[src/hw/rtl/oaht_pkg.sv]
// Shared types, constants and hash helpers for the open-addressing hash table.
// Used by the controller, datapath and top level.
`default_nettype none
package oaht_pkg;
  localparam int unsigned Capacity = 1024;
  localparam int unsigned IdxW = $clog2(Capacity);
  localparam int unsigned CntW = 11;
  localparam int unsigned LoadLimit = (Capacity * 7) / 8;
  localparam logic [7:0] TagEmpty = 8'h80;
  localparam logic [7:0] TagTomb = 8'hFE;
  localparam logic [63:0] Mul1 = 64'hbf58476d1ce4e5b9;
  localparam logic [63:0] Mul2 = 64'h94d049bb133111eb;

  typedef enum logic [1:0] {
    CmdPut = 2'd0,
    CmdGet = 2'd1,
    CmdRemove = 2'd2,
    CmdNop = 2'd3
  } cmd_e;

  typedef enum logic [3:0] {
    StIdle,
    StMul1,
    StMul2,
    StHash,
    StRead,
    StWait,
    StCheck,
    StWrite,
    StOut
  } state_e;

  // controller -> datapath
  typedef struct packed {
    logic load;       // capture transaction
    logic mul_step;   // advance multiplier (one partial product)
    logic mul_first;  // start second multiply
    logic hash_mix;   // final mix stage
    logic check;      // evaluate probe result and step index
    logic wr;         // perform table update
    logic out_load;   // capture result
  } ctl_t;

  // datapath -> controller
  typedef struct packed {
    logic mul_done;
    logic hit;
    logic empty;
    logic exhausted;
    logic need_wr;
  } sts_t;
endpackage
`default_nettype wire

[src/hw/rtl/oaht_ctrl.sv]
// Controller state machine: hash, probe loop, update, result hand-off.
// Depends on oaht_pkg.
`default_nettype none
module oaht_ctrl (
  input  wire logic           clk_i,
  input  wire logic           rst_ni,
  input  wire logic           in_valid_i,
  output logic                in_stall_o,
  output logic                out_valid_o,
  input  wire logic           out_stall_i,
  input  wire logic           clr_done_i,
  input  oaht_pkg::sts_t      sts_i,
  output oaht_pkg::ctl_t      ctl_o
);
  oaht_pkg::state_e state_q, state_d;
  logic out_valid_q, out_valid_d;

  always_ff @(posedge clk_i or negedge rst_ni) begin
    if (!rst_ni) begin
      state_q <= oaht_pkg::StIdle;
      out_valid_q <= 1'b0;
    end else begin
      state_q <= state_d;
      out_valid_q <= out_valid_d;
    end
  end

  assign out_valid_o = out_valid_q;
  assign in_stall_o = (state_q != oaht_pkg::StIdle) || !clr_done_i;

  always_comb begin
    state_d = state_q;
    ctl_o = '0;
    out_valid_d = out_valid_q;
    if (out_valid_q && !out_stall_i) begin
      out_valid_d = 1'b0;
    end
    unique case (state_q)
      oaht_pkg::StIdle: begin
        if (in_valid_i && clr_done_i) begin
          ctl_o.load = 1'b1;
          state_d = oaht_pkg::StMul1;
        end
      end
      oaht_pkg::StMul1: begin
        ctl_o.mul_step = 1'b1;
        if (sts_i.mul_done) begin
          ctl_o.mul_first = 1'b1;
          state_d = oaht_pkg::StMul2;
        end
      end
      oaht_pkg::StMul2: begin
        ctl_o.mul_step = 1'b1;
        if (sts_i.mul_done) begin
          state_d = oaht_pkg::StHash;
        end
      end
      oaht_pkg::StHash: begin
        ctl_o.hash_mix = 1'b1;
        state_d = oaht_pkg::StRead;
      end
      oaht_pkg::StRead: begin
        state_d = oaht_pkg::StWait;
      end
      oaht_pkg::StWait: begin
        state_d = oaht_pkg::StCheck;
      end
      oaht_pkg::StCheck: begin
        ctl_o.check = 1'b1;
        if (sts_i.hit || sts_i.empty || sts_i.exhausted) begin
          state_d = sts_i.need_wr ? oaht_pkg::StWrite : oaht_pkg::StOut;
        end else begin
          state_d = oaht_pkg::StRead;
        end
      end
      oaht_pkg::StWrite: begin
        ctl_o.wr = 1'b1;
        state_d = oaht_pkg::StOut;
      end
      oaht_pkg::StOut: begin
        if (!out_valid_q || !out_stall_i) begin
          ctl_o.out_load = 1'b1;
          out_valid_d = 1'b1;
          state_d = oaht_pkg::StIdle;
        end
      end
      default: state_d = oaht_pkg::StIdle;
    endcase
  end
endmodule
`default_nettype wire

[config.mk]
export PLATFORM = sky130hd
export DESIGN_NAME = oaht_ctrl
export DESIGN_NICKNAME = d
export VERILOG_FILES = /design/src/hw/rtl/oaht_pkg.sv /design/src/hw/rtl/oaht_ctrl.sv
export SDC_FILE = /design/constraint.sdc
export NUM_CORES = 1
export LEC_CHECK = 0
export CAP_MARGIN = 5
export CORE_AREA = 2 2 39 41
export CTS_CLUSTER_DIAMETER = 30
export DETAILED_ROUTE_END_ITERATION = 8
export DIE_AREA = 0 0 41 43
export DONT_BUFFER_PORTS = 1
export GPL_TIMING_DRIVEN = 0
export SETUP_SLACK_MARGIN = 0.2
export SYNTH_ARGS = -nofsm -noshare
export SYNTH_HDL_FRONTEND = slang
export SYNTH_SLANG_ARGS = --single-unit
[constraint.sdc]
create_clock -name clk_i -period 1.6 [get_ports clk_i]
set_input_delay 0.16 -clock clk_i [delete_from_list [all_inputs] [get_ports clk_i]]
set_output_delay 0.16 -clock clk_i [all_outputs]
set_load 0.02 [all_outputs]
==> results of run 1 <==
-- through the flow --
stage | instances | hold slack, ns | setup slack, ns | utilization [%] | power, uW
6_report | 70 | 0.04863 | -0.03862 | 43.31 | 1370
5_1_grt | 70 | 0.06542 | -0.08047 | 43.31 | 1462
4_1_cts | 68 | 0.04551 | -0.05845 | 36.71 | 1099
3_5_place_dp | 59 | -0.1355 | 0.1354 | 28.48 | 791.7
3_3_place_gp | 59 | -0.1355 | 0.1485 | 28.48 | 787.0
2_1_floorplan | 43 | -0.1356 | 0.2009 | - | 712.0
-- metal layers --
metal,up-vias,GRT usage (%),wire length (um),part of all wire [%]
met3,4,4.188,59,6.6
li1,178,-,-,-
met2,16,18.13,466,52
met5,-,0,0,0
met1,169,11.97,340,38
met4,0,10.00,29,3.2
-- area by class of cell --
| class | instances | area, um2 | area share [%] |
|---|---|---|---|
| Timing Repair Buffer | 7 | 78.83 | 13.15 |
| Buffer | 4 | 47.55 | 7.933 |
| Tap cell | 16 | 20.02 | 3.340 |
| Multi-Input combinational cell | 32 | 294.0 | 49.06 |
| Clock buffer | 4 | 26.28 | 4.384 |
| Sequential cell | 5 | 125.1 | 20.88 |
| Inverter | 2 | 7.507 | 1.253 |
-- where the power goes --
group          internal, uW  switching [uW]
sequential              182            48.1
combinational           489             504
clock                  94.3            52.5
-- cells in the mapped netlist --
library cell / number / area (um2)
nand2_1: 7 / 26.28
dfrtp_1: 5 / 125.1
nor3_1: 4 / 20.02
a21oi_1: 3 / 15.01
nor2_1: 3 / 11.26
clkbuf_8: 2 / 27.53
inv_1: 2 / 7.510
nor4_1: 2 / 12.51
a2111oi_0: 1 / 8.760
a2111oi_1: 1 / 10.01
a221oi_1: 1 / 8.760
and3_1: 1 / 6.260
buf_6: 1 / 11.26
clkbuf_4: 1 / 7.510
nand3b_1: 1 / 7.510
nor2b_1: 1 / 6.260
nor3b_1: 1 / 7.510
o21a_1: 1 / 7.510
o21ai_0: 1 / 5.000
o32ai_1: 1 / 8.760
or3_2: 1 / 7.510
or4b_4: 1 / 13.76
xnor2_1: 1 / 8.760
-- flip-flops by register name, summed over array words and instances, names as in the netlist --
| signal | cells |
|---|---|
| state_q | 4 |
| out_valid_o | 1 |
-- worst max-delay path, cell delays in order, from the launching register on --
cell and delay, ns:
dfrtp_1 0.37, clkbuf_8 0.15, or4b_4 0.51, a21oi_4 0.20
-- repair_timing --
item,in CTS,in global routing
gates resized for setup,9,12
setup endpoints to repair,8,7
hold endpoints to repair,5,0
setup buffers,4,2
pin swaps,0,3
hold buffers,1,0
-- path summary, 6_finish.rpt --
| check | startpoint | to | depth (start not counted) |
|---|---|---|---|
| worst min register to register | state_q[2]$_DFFE_PN0P_ | state_q[0]$_DFFE_PN0P_ | 3 |
| min in group asynchronous | rst_ni | out_valid_o$_DFF_PN0_ | 1 |
| worst max register to register | state_q[1]$_DFFE_PN0P_ | state_q[0]$_DFFE_PN0P_ | 6 |
| worst min-delay path | out_stall_i | out_valid_o$_DFF_PN0_ | 2 |
| max in group asynchronous | rst_ni | state_q[3]$_DFFE_PN0P_ | 1 |
| worst max-delay path | state_q[2]$_DFFE_PN0P_ | ctl_o[0] | 3 |
-- cells by family after synthesis --
group | after synthesis | share of synthesized area (%)
AND/OR/NAND/NOR | 22 | 32.10
AO/OA/AOI/OAI | 9 | 17.23
flip-flops | 5 | 33.78
buffers and inverters | 6 | 14.53
XOR/XNOR | 1 | 2.365
==> impl_results.md, run 1 <==
* Final worst-path setup slack at -0.03862 ns
* DRT Pass-1 Iters at 2
* Setup Viol. Count Final at 1
* Gr ovfl total at 0
* Initial core utilization at a little over a quarter
* Crit-path max FO at 4
* CTS H-tree depth at 1
* Syn Area/Cell at roughly 8.6 um2
* Tmin final at roughly 1.6 ns
* Post-synthesis cell area at roughly 370 um2
* Violated checks: setup timing
* Via Count at 367
* Net Count, Synth at between 50 and 60
* Outcome: finished with violations
* Tightest Pin Transition at roughly 0.45 ns
* Fraction of layout cells with a size suffix above 1 at between 40% and 50%
* Synth Warn # at 0
* Post-synthesis sequential area ratio at between 30 and 40%
* Leakage at 0.0002353 uW
* Final worst path period share at 102.4%
* Max Cap Violations at 0
* Pin count of the biggest net entering global routing at 11
* Setup Crit Path Kind: reg -> out
* I/O pin count at 19
* Required time of the critical path at roughly 1.4 ns
* Area Overhead vs Synth at 61.82%
* Final TNS setup at -0.03862 ns
* Core area at around 0.0014 mm2
* CTS tree: done
* First-pass GRT wire length at about 1400 um
* Peak VDD IR at approximately 0.62 mV
* Synth unique cells at 23
* Arr. time, crit path at 1.48 ns
* Worst setup EP type: output pin
* Gpl congestion at between 0.7 and 0.8
* FP Rows at 14
* Drt via density at around 5.2
* Worst skew pair latency at ~0.24 ns
* Drt total wl at just under 900 um
* Post-Place Cell Area at slightly below 400 um2
* Syn Inst Count at 43
* Wirelength per Cell at about 13 um
* Final net count at 65
* DRC viols at 0
* 1st-iter DRT viols at 1
* Fin area at around 600 um2
* Number of failing hold endpoints at the final stage at 0
* Max transition margin at 69.44%
* Vias in the first global route at roughly 340
* Fillers at ~140
* Final Max Slew Viols at 0
* Most frequent cells in the layout: nand2_1, dfrtp_1, clkbuf_4
* Class of the worst hold path: in -> reg
* Antenna violations before repair at 0
* Clk sinks at 5
* Die Footprint at roughly 0.0018 mm2
* Chip width at between 40 and 50 um
* Total GRT Usage at a little under an eighth
* ANT cells at 0
* Root Buffer: clkbuf_4
* Setup Skew at between 0.0007 and 0.0008 ns
* Seq cells post-synth at 5
* Post-route ant nets at 0
* PortBufs at 0
* CP startpoint kind: register
* Power per cell area at around 2300 mW/mm2
* Clock slew at reported path FFs at about 0.040 ns
* Fmax at about 610 MHz
* Clock buffer depth at 2
* RSZ-0062 raised after global routing: yes
* Die Y at 43 um
* FF-to-FF setup slack at 0.15 ns
* TritonCTS buffer count at 3
Power figures use the tool's default switching activity.
==> inputs of run 2 (changes only) <==
ABC_AREA = 1   (was default)
==> run 2 against run 1 <==
Against the previous run: the flow now finishes without violations; worst hold slack gained 0.011 ns; highest routed layer is now met3; count of clock-buffer cells in the layout is the same; non-clock buffer count shrank 9; register-to-register slack gained 0.21 ns; die area is the same; synthesized cell count grew 44%.
==> impl_results.md, run 2 <==
* Fmax at 745.6 MHz
* Post-synthesis sequential area ratio at a little under a third
* Syn Inst Count at 62
* Antenna violations before repair at 0
* Outcome: finished, final reports clean
* Chip width at 41 um
* Final net count at 78
* Number of failing hold endpoints at the final stage at 0
* Arr. time, crit path at 1.18 ns
* Synth top area share at a little under a third
* FF-to-FF setup slack at around 0.36 ns
* Area of the multi-input gates at around 270 um2
* Crit-path max FO at 8
* Largest Register: state_q
* Worst setup EP type: output pin
* Post-route ant nets at 0
* Class of the worst hold path: in -> reg
* Core area at between 0.001 and 0.0015 mm2
* Dominant cell type by area after synthesis: dfrtp_1
* Syn Area/Cell at about 6.4 um2
* Area Overhead vs Synth at 23.82%
* FP Rows at 14
* Die Footprint at approximately 0.0018 mm2
* Drt total wl at around 860 um
* Drt via density at roughly 4.6
* Final Max Slew Viols at 0
* Setup Skew at 0.005571 ns
* Tot Pwr at 956.1 uW
* Max Cap Violations at 0
* Post-synthesis cell area at between 300 and 400 um2
* Clock buffer depth at 2
* Peak VDD IR at 0.5895 mV
* Synth Warn # at 0
* Seq cells post-synth at 5
* Worst skew pair latency at 0.25 ns
* Required time of the critical path at 1.44 ns
* Layout Cells excl Fill at a little over 80
* Die Y at ~43 um
* Total GRT Usage at 11.87%
* Vias in the first global route at between 300 and 400
* Clk sinks at 5
* Net Count, Synth at 72
* Power per cell area at 1935 mW/mm2
* ANT cells at 0
* First-pass GRT wire length at 1386 um
* Critical R2R Launch: state_q[0]$_DFFE_PN0P_
* Final worst path period share at between 80% and 90%
* Tmin final at 1.341 ns
* Synth unique cells at 16
* Via Count at between 300 and 400
* Post-synth EDFFs at 0
* RSZ-0062 raised after global routing: yes
* Top cells by area, synth: dfrtp_1, nand2_1, nor2_1
* Fraction of layout cells with a size suffix above 1 at about 34%
* Fillers at roughly 160
* CTS tree: done
* Max transition margin at between 70% and 80%
* Commonest non-fill, non-tap cell in the layout: nand2_1
* Final TNS setup at 0 ns
* Setup Crit Path Kind: reg -> out
* Placed cells at 78
* Count leader, synth: nand2_1
* Tightest Pin Transition at roughly 0.37 ns
* Largest register FFs at 4
* TritonCTS buffer count at 3
* Post-synth ARST share at 100.0%
* Top FF cell, synth: dfrtp_1
* I/O pin count at 19
* FF-to-FF End: state_q[0]$_DFFE_PN0P_
* Most frequent cells in the layout: nand2_1, inv_1, nand3_1
* Dpl hpwl at approximately 700 um
* Worst hold slack at between 0.05 and 0.06 ns
* Pin count of the biggest net entering global routing at 9
* PortBufs at 0
* Gpl congestion at roughly 0.75
* Initial core utilization at between 20% and 30%
* Reg2Reg Depth at 7
* Wirelength per Cell at approximately 10 um
* Clock slew at reported path FFs at around 0.050 ns
* Root Buffer: clkbuf_4
* Worst hold path depth at 2
* CP startpoint kind: register
* Leakage at approximately 0.00024 uW
* Synth cell count leaders: nand2_1, nor2_1, inv_1, nand3_1
* Register area at 126.4 um2
* 1st-iter DRT viols at 7
* Setup Viol. Count Final at 0
* DRT Pass-1 Iters at 4
* Gr ovfl total at 0
* DRC viols at 0
* CTS H-tree depth at 1
* Hold Path End: out_valid_o$_DFF_PN0_
* Worst hold path startpoint: out_stall_i
run 2: cell count changes after synthesis, sizes merged, moves of 2 or more:
cell	previous run	this run
inv	2	8
a2111oi	2	0
nor3	4	0
nand2	7	22
nand3	0	7
a21oi	3	1
clkbuf	3	0
nor2	3	13
run 2: cell type report:
cell class              count  share of cell area, %
flip-flops and latches      5                  25.57
repair buffers              1                  2.025
plain buffers               1                  1.519
inverters                   8                  6.076
well taps                  16                  4.051
multi-input cells          48                  55.44
clock buffers               4                  5.316
run 2: worst max-delay path by stage:
stage | start | endpoint | slack, ns | cells past startpoint
after global placement | state_q[2]$_DFFE_PN0P_ | ctl_o[6] | 0.16 | 3
after detailed placement | state_q[2]$_DFFE_PN0P_ | ctl_o[6] | 0.15 | 3
final | state_q[1]$_DFFE_PN0P_ | ctl_o[0] | 0.26 | 4
after CTS | state_q[2]$_DFFE_PN0P_ | ctl_o[6] | 0.14 | 3
after floorplan | state_q[1]$_DFFE_PN0P_ | ctl_o[6] | 0.23 | 2
after global routing | state_q[1]$_DFFE_PN0P_ | ctl_o[0] | 0.16 | 4
run 2: report_power, final:
group | switching [uW] | total (uW) | internal, uW
Clock | 54.7 | 149 | 94.4
Combinational | 395 | 570 | 175
Sequential | 61.1 | 237 | 176
Total | 511 | 956 | 446
run 2: logic make-up after synthesis:
logic type	share of synthesized area (%)
AO/OA/AOI/OAI	8.466
AND/OR/NAND/NOR	50.79
flip-flops	31.35
buffers and inverters	9.405
run 2: per-layer routing:
metal | up-vias | global-route usage [%] | routed length (um)
li1 | 206 | - | -
met1 | 157 | 13.27 | 368
met2 | 22 | 17.81 | 389
met3 | 0 | 7.330 | 105
met4 | 0 | 4.000 | 0
met5 | - | 0 | 0
run 2: what timing repair did:
item	CTS	global route
endpoints found under the setup margin	3	7
hold buffers	1	0
hold endpoints to repair	5	0
resized for setup	3	7
buffers inserted	0	0
run 2: critical path, stage by stage (launching register included):
cell and delay (ns):
dfrtp_1 0.35, buf_4 0.17, nor2_2 0.14, nand2_1 0.12
nor2_4 0.16
run 2: metrics by stage:
stage                     utilization [%]  setup WS (ns)  cell area (um2)
final                               35.71         0.2589            494.2
after global routing                35.71         0.1587            494.2
after CTS                           33.73         0.1444            466.7
after detailed placement            30.29         0.1508            419.2
after global placement              30.29         0.1568            419.2
after floorplan                         -         0.2306            399.1
==> inputs of run 3 (changes only) <==
clock period = 1.3 ns   (was 1.6 ns; I/O delays follow)
==> run 3 against run 2 <==
Against the previous run: clock power grew 23%; via count up 17%; the run now ends with setup timing left; largest power group unchanged; setup slack worse by 0.27 ns; critical path type unchanged; worst hold slack got worse by 0.032 ns; total power is 76% higher; highest routed layer unchanged; combinational power increased by 110%; critical path depth down 1; first-iteration DRC count fell by 29%.
==> impl_results.md, run 3 (synthesis gave the netlist of run 2 again) <==
* Outcome: finished with violations
* Violated checks: setup timing
* Critical R2R Launch: state_q[3]$_DFFE_PN0P_
* Clock buffer depth at 2
* Total GRT Usage at 12.39%
* Clk sinks at 5
* Critical-path top delay cell: dfrtp_2
* Tmin final at 1.309 ns
* Setup Viol. Count Final at 1
* Worst hold path startpoint: out_stall_i
* Area Overhead vs Synth at 64.58%
* DRT Pass-1 Iters at 4
* Via Count at approximately 450
* Final Max Slew Viols at 0
* Wirelength per Cell at around 13 um
* Worst setup EP type: output pin
* CTS H-tree depth at 1
* Number of failing hold endpoints at the final stage at 0
* Commonest non-fill, non-tap cell in the layout: nand2_1
* Arr. time, crit path at 1.18 ns
* First-pass GRT wire length at around 1500 um
* Reg2Reg Depth at 7
* Max Cap Violations at 0
* Setup Skew at just over 0.008 ns
* Largest register FFs at 4
* Worst skew pair latency at 0.25 ns
* RSZ-0062 raised after global routing: yes
* Ordered cell list for the critical path: nor2_4, nand3_1, nand2_4
* FF-to-FF End: state_q[0]$_DFFE_PN0P_
* FF-to-FF setup slack at around 0.040 ns
* Leakage at about 0.0003 uW
* Drt total wl at roughly 1100 um
* CP peak stage delay at approximately 0.45 ns
* Final net count at 85
* Initial core utilization at a little under 30%
* Vias in the first global route at 365
* Fmax at between 700 and 800 MHz
* Peak VDD IR at 0.8808 mV
* Crit path max-delay family: simple AND/OR/NAND/NOR gates
* Chip width at around 41 um
* Placed cells at 78
* Setup Crit Path Kind: reg -> out
* Class of the worst hold path: in -> reg
* Die Y at 43 um
* Final worst path period share at 100.7%
* Gpl congestion at 0.7525
* 1st-iter DRT viols at 5
* FP Rows at 14
* Post-route ant nets at 0
* Fin area at 656.9 um2
* DRC viols at 0
* Hold Path End: out_valid_o$_DFF_PN0_
* Antenna violations before repair at 0
* Tightest Pin Transition at 0.3687 ns
* CP startpoint kind: register
* Largest Register: state_q
* Required time of the critical path at between 1 and 1.5 ns
* Final worst-path setup slack at -0.009005 ns
* TritonCTS buffer count at 3
* Max transition margin at 75.24%
* Power per cell area at 2568 mW/mm2
* WP buf/inv at 0
* Pin count of the biggest net entering global routing at 9
* ANT cells at 0
* Core area at between 0.001 and 0.0015 mm2
* Gr ovfl total at 0
* Clock slew at reported path FFs at 0.05 ns
* Post-Place Cell Area at between 400 and 500 um2
* Fillers at about 140
* Drt via density at roughly 5.0
* Crit-path max FO at 4
* Most frequent cells in the layout: nand2_1, nor2_4, nand2_4, nand3_1, inv_1
* Die Footprint at between 0.0015 and 0.002 mm2
* CTS tree: done
* Fraction of layout cells with a size suffix above 1 at about half
* Root Buffer: clkbuf_4
* Worst hold path depth at 2
* Dpl hpwl at ~690 um
* Layout Cells excl Fill at 90
* I/O pin count at 19
* PortBufs at 0
==> run 3: where the power goes <==
| group | total (uW) | switching (uW) | internal, uW |
|---|---|---|---|
| logic | 1190 | 710 | 477 |
| clock network | 183 | 66.6 | 116 |
| registers | 317 | 97.1 | 220 |
| total | 1690 | 874 | 813 |
==> run 3: what timing repair did <==
item | CTS | global route
endpoints found under the hold margin | 5 | 0
pin swaps | 7 | 11
hold buffers | 1 | 0
endpoints found under the setup margin | 11 | 12
setup buffers | 5 | 2
gates resized for setup | 22 | 10
==> run 3: stage by stage <==
step           worst slack [ns]  util (%)  power [uW]  hold WS, ns   TNS (ns)
2_1_floorplan            0.1783         -       848.8      -0.1656          0
3_3_place_gp            0.06280     31.10       944.4      -0.1655          0
3_5_place_dp            0.06269     31.10       950.3      -0.1655          0
4_1_cts               -0.005562     42.41        1455      0.02239  -0.008579
5_1_grt                -0.05673     47.47        1786      0.03235    -0.2843
6_report              -0.009005     47.47        1687      0.02737  -0.009005
==> run 3: worst reg2reg max path, cell delays in order (launching register included) <==
cell	delay (ns)
dfrtp_1	0.40
inv_2	0.14
nand2_4	0.09
nor2_4	0.22
nand3_2	0.12
o21ai_1	0.10
nand2_1	0.07
nand2_1	0.06
==> run 3: metal layers <==
layer	track usage, %	share of wire, %	wire, um	vias to the layer above
li1	-	-	-	221
met1	15.58	40	448	203
met2	18.44	52	589	27
met3	6.806	8.0	90	0
met4	2.000	0	0	0
met5	0	0	0	-
==> run 3: worst max path at each step <==
stage | from | end | cells past startpoint
final | state_q[2]$_DFFE_PN0P_ | ctl_o[5] | 3
after global routing | state_q[3]$_DFFE_PN0P_ | state_q[0]$_DFFE_PN0P_ | 7
after CTS | state_q[3]$_DFFE_PN0P_ | ctl_o[6] | 3
after detailed placement | state_q[0]$_DFFE_PN0P_ | state_q[0]$_DFFE_PN0P_ | 7
after global placement | state_q[0]$_DFFE_PN0P_ | state_q[0]$_DFFE_PN0P_ | 7
after floorplan | state_q[1]$_DFFE_PN0P_ | ctl_o[6] | 2
==> run 3: area by class of cell <==
cell class	instances	area [um2]	share of cell area (%)
Buffer	1	11.26	1.714
Inverter	8	32.53	4.952
Tap cell	16	20.02	3.048
Clock buffer	4	26.28	4.000
Sequential cell	5	127.6	19.43
Multi-Input combinational cell	48	352.8	53.71
Timing Repair Buffer	8	86.33	13.14
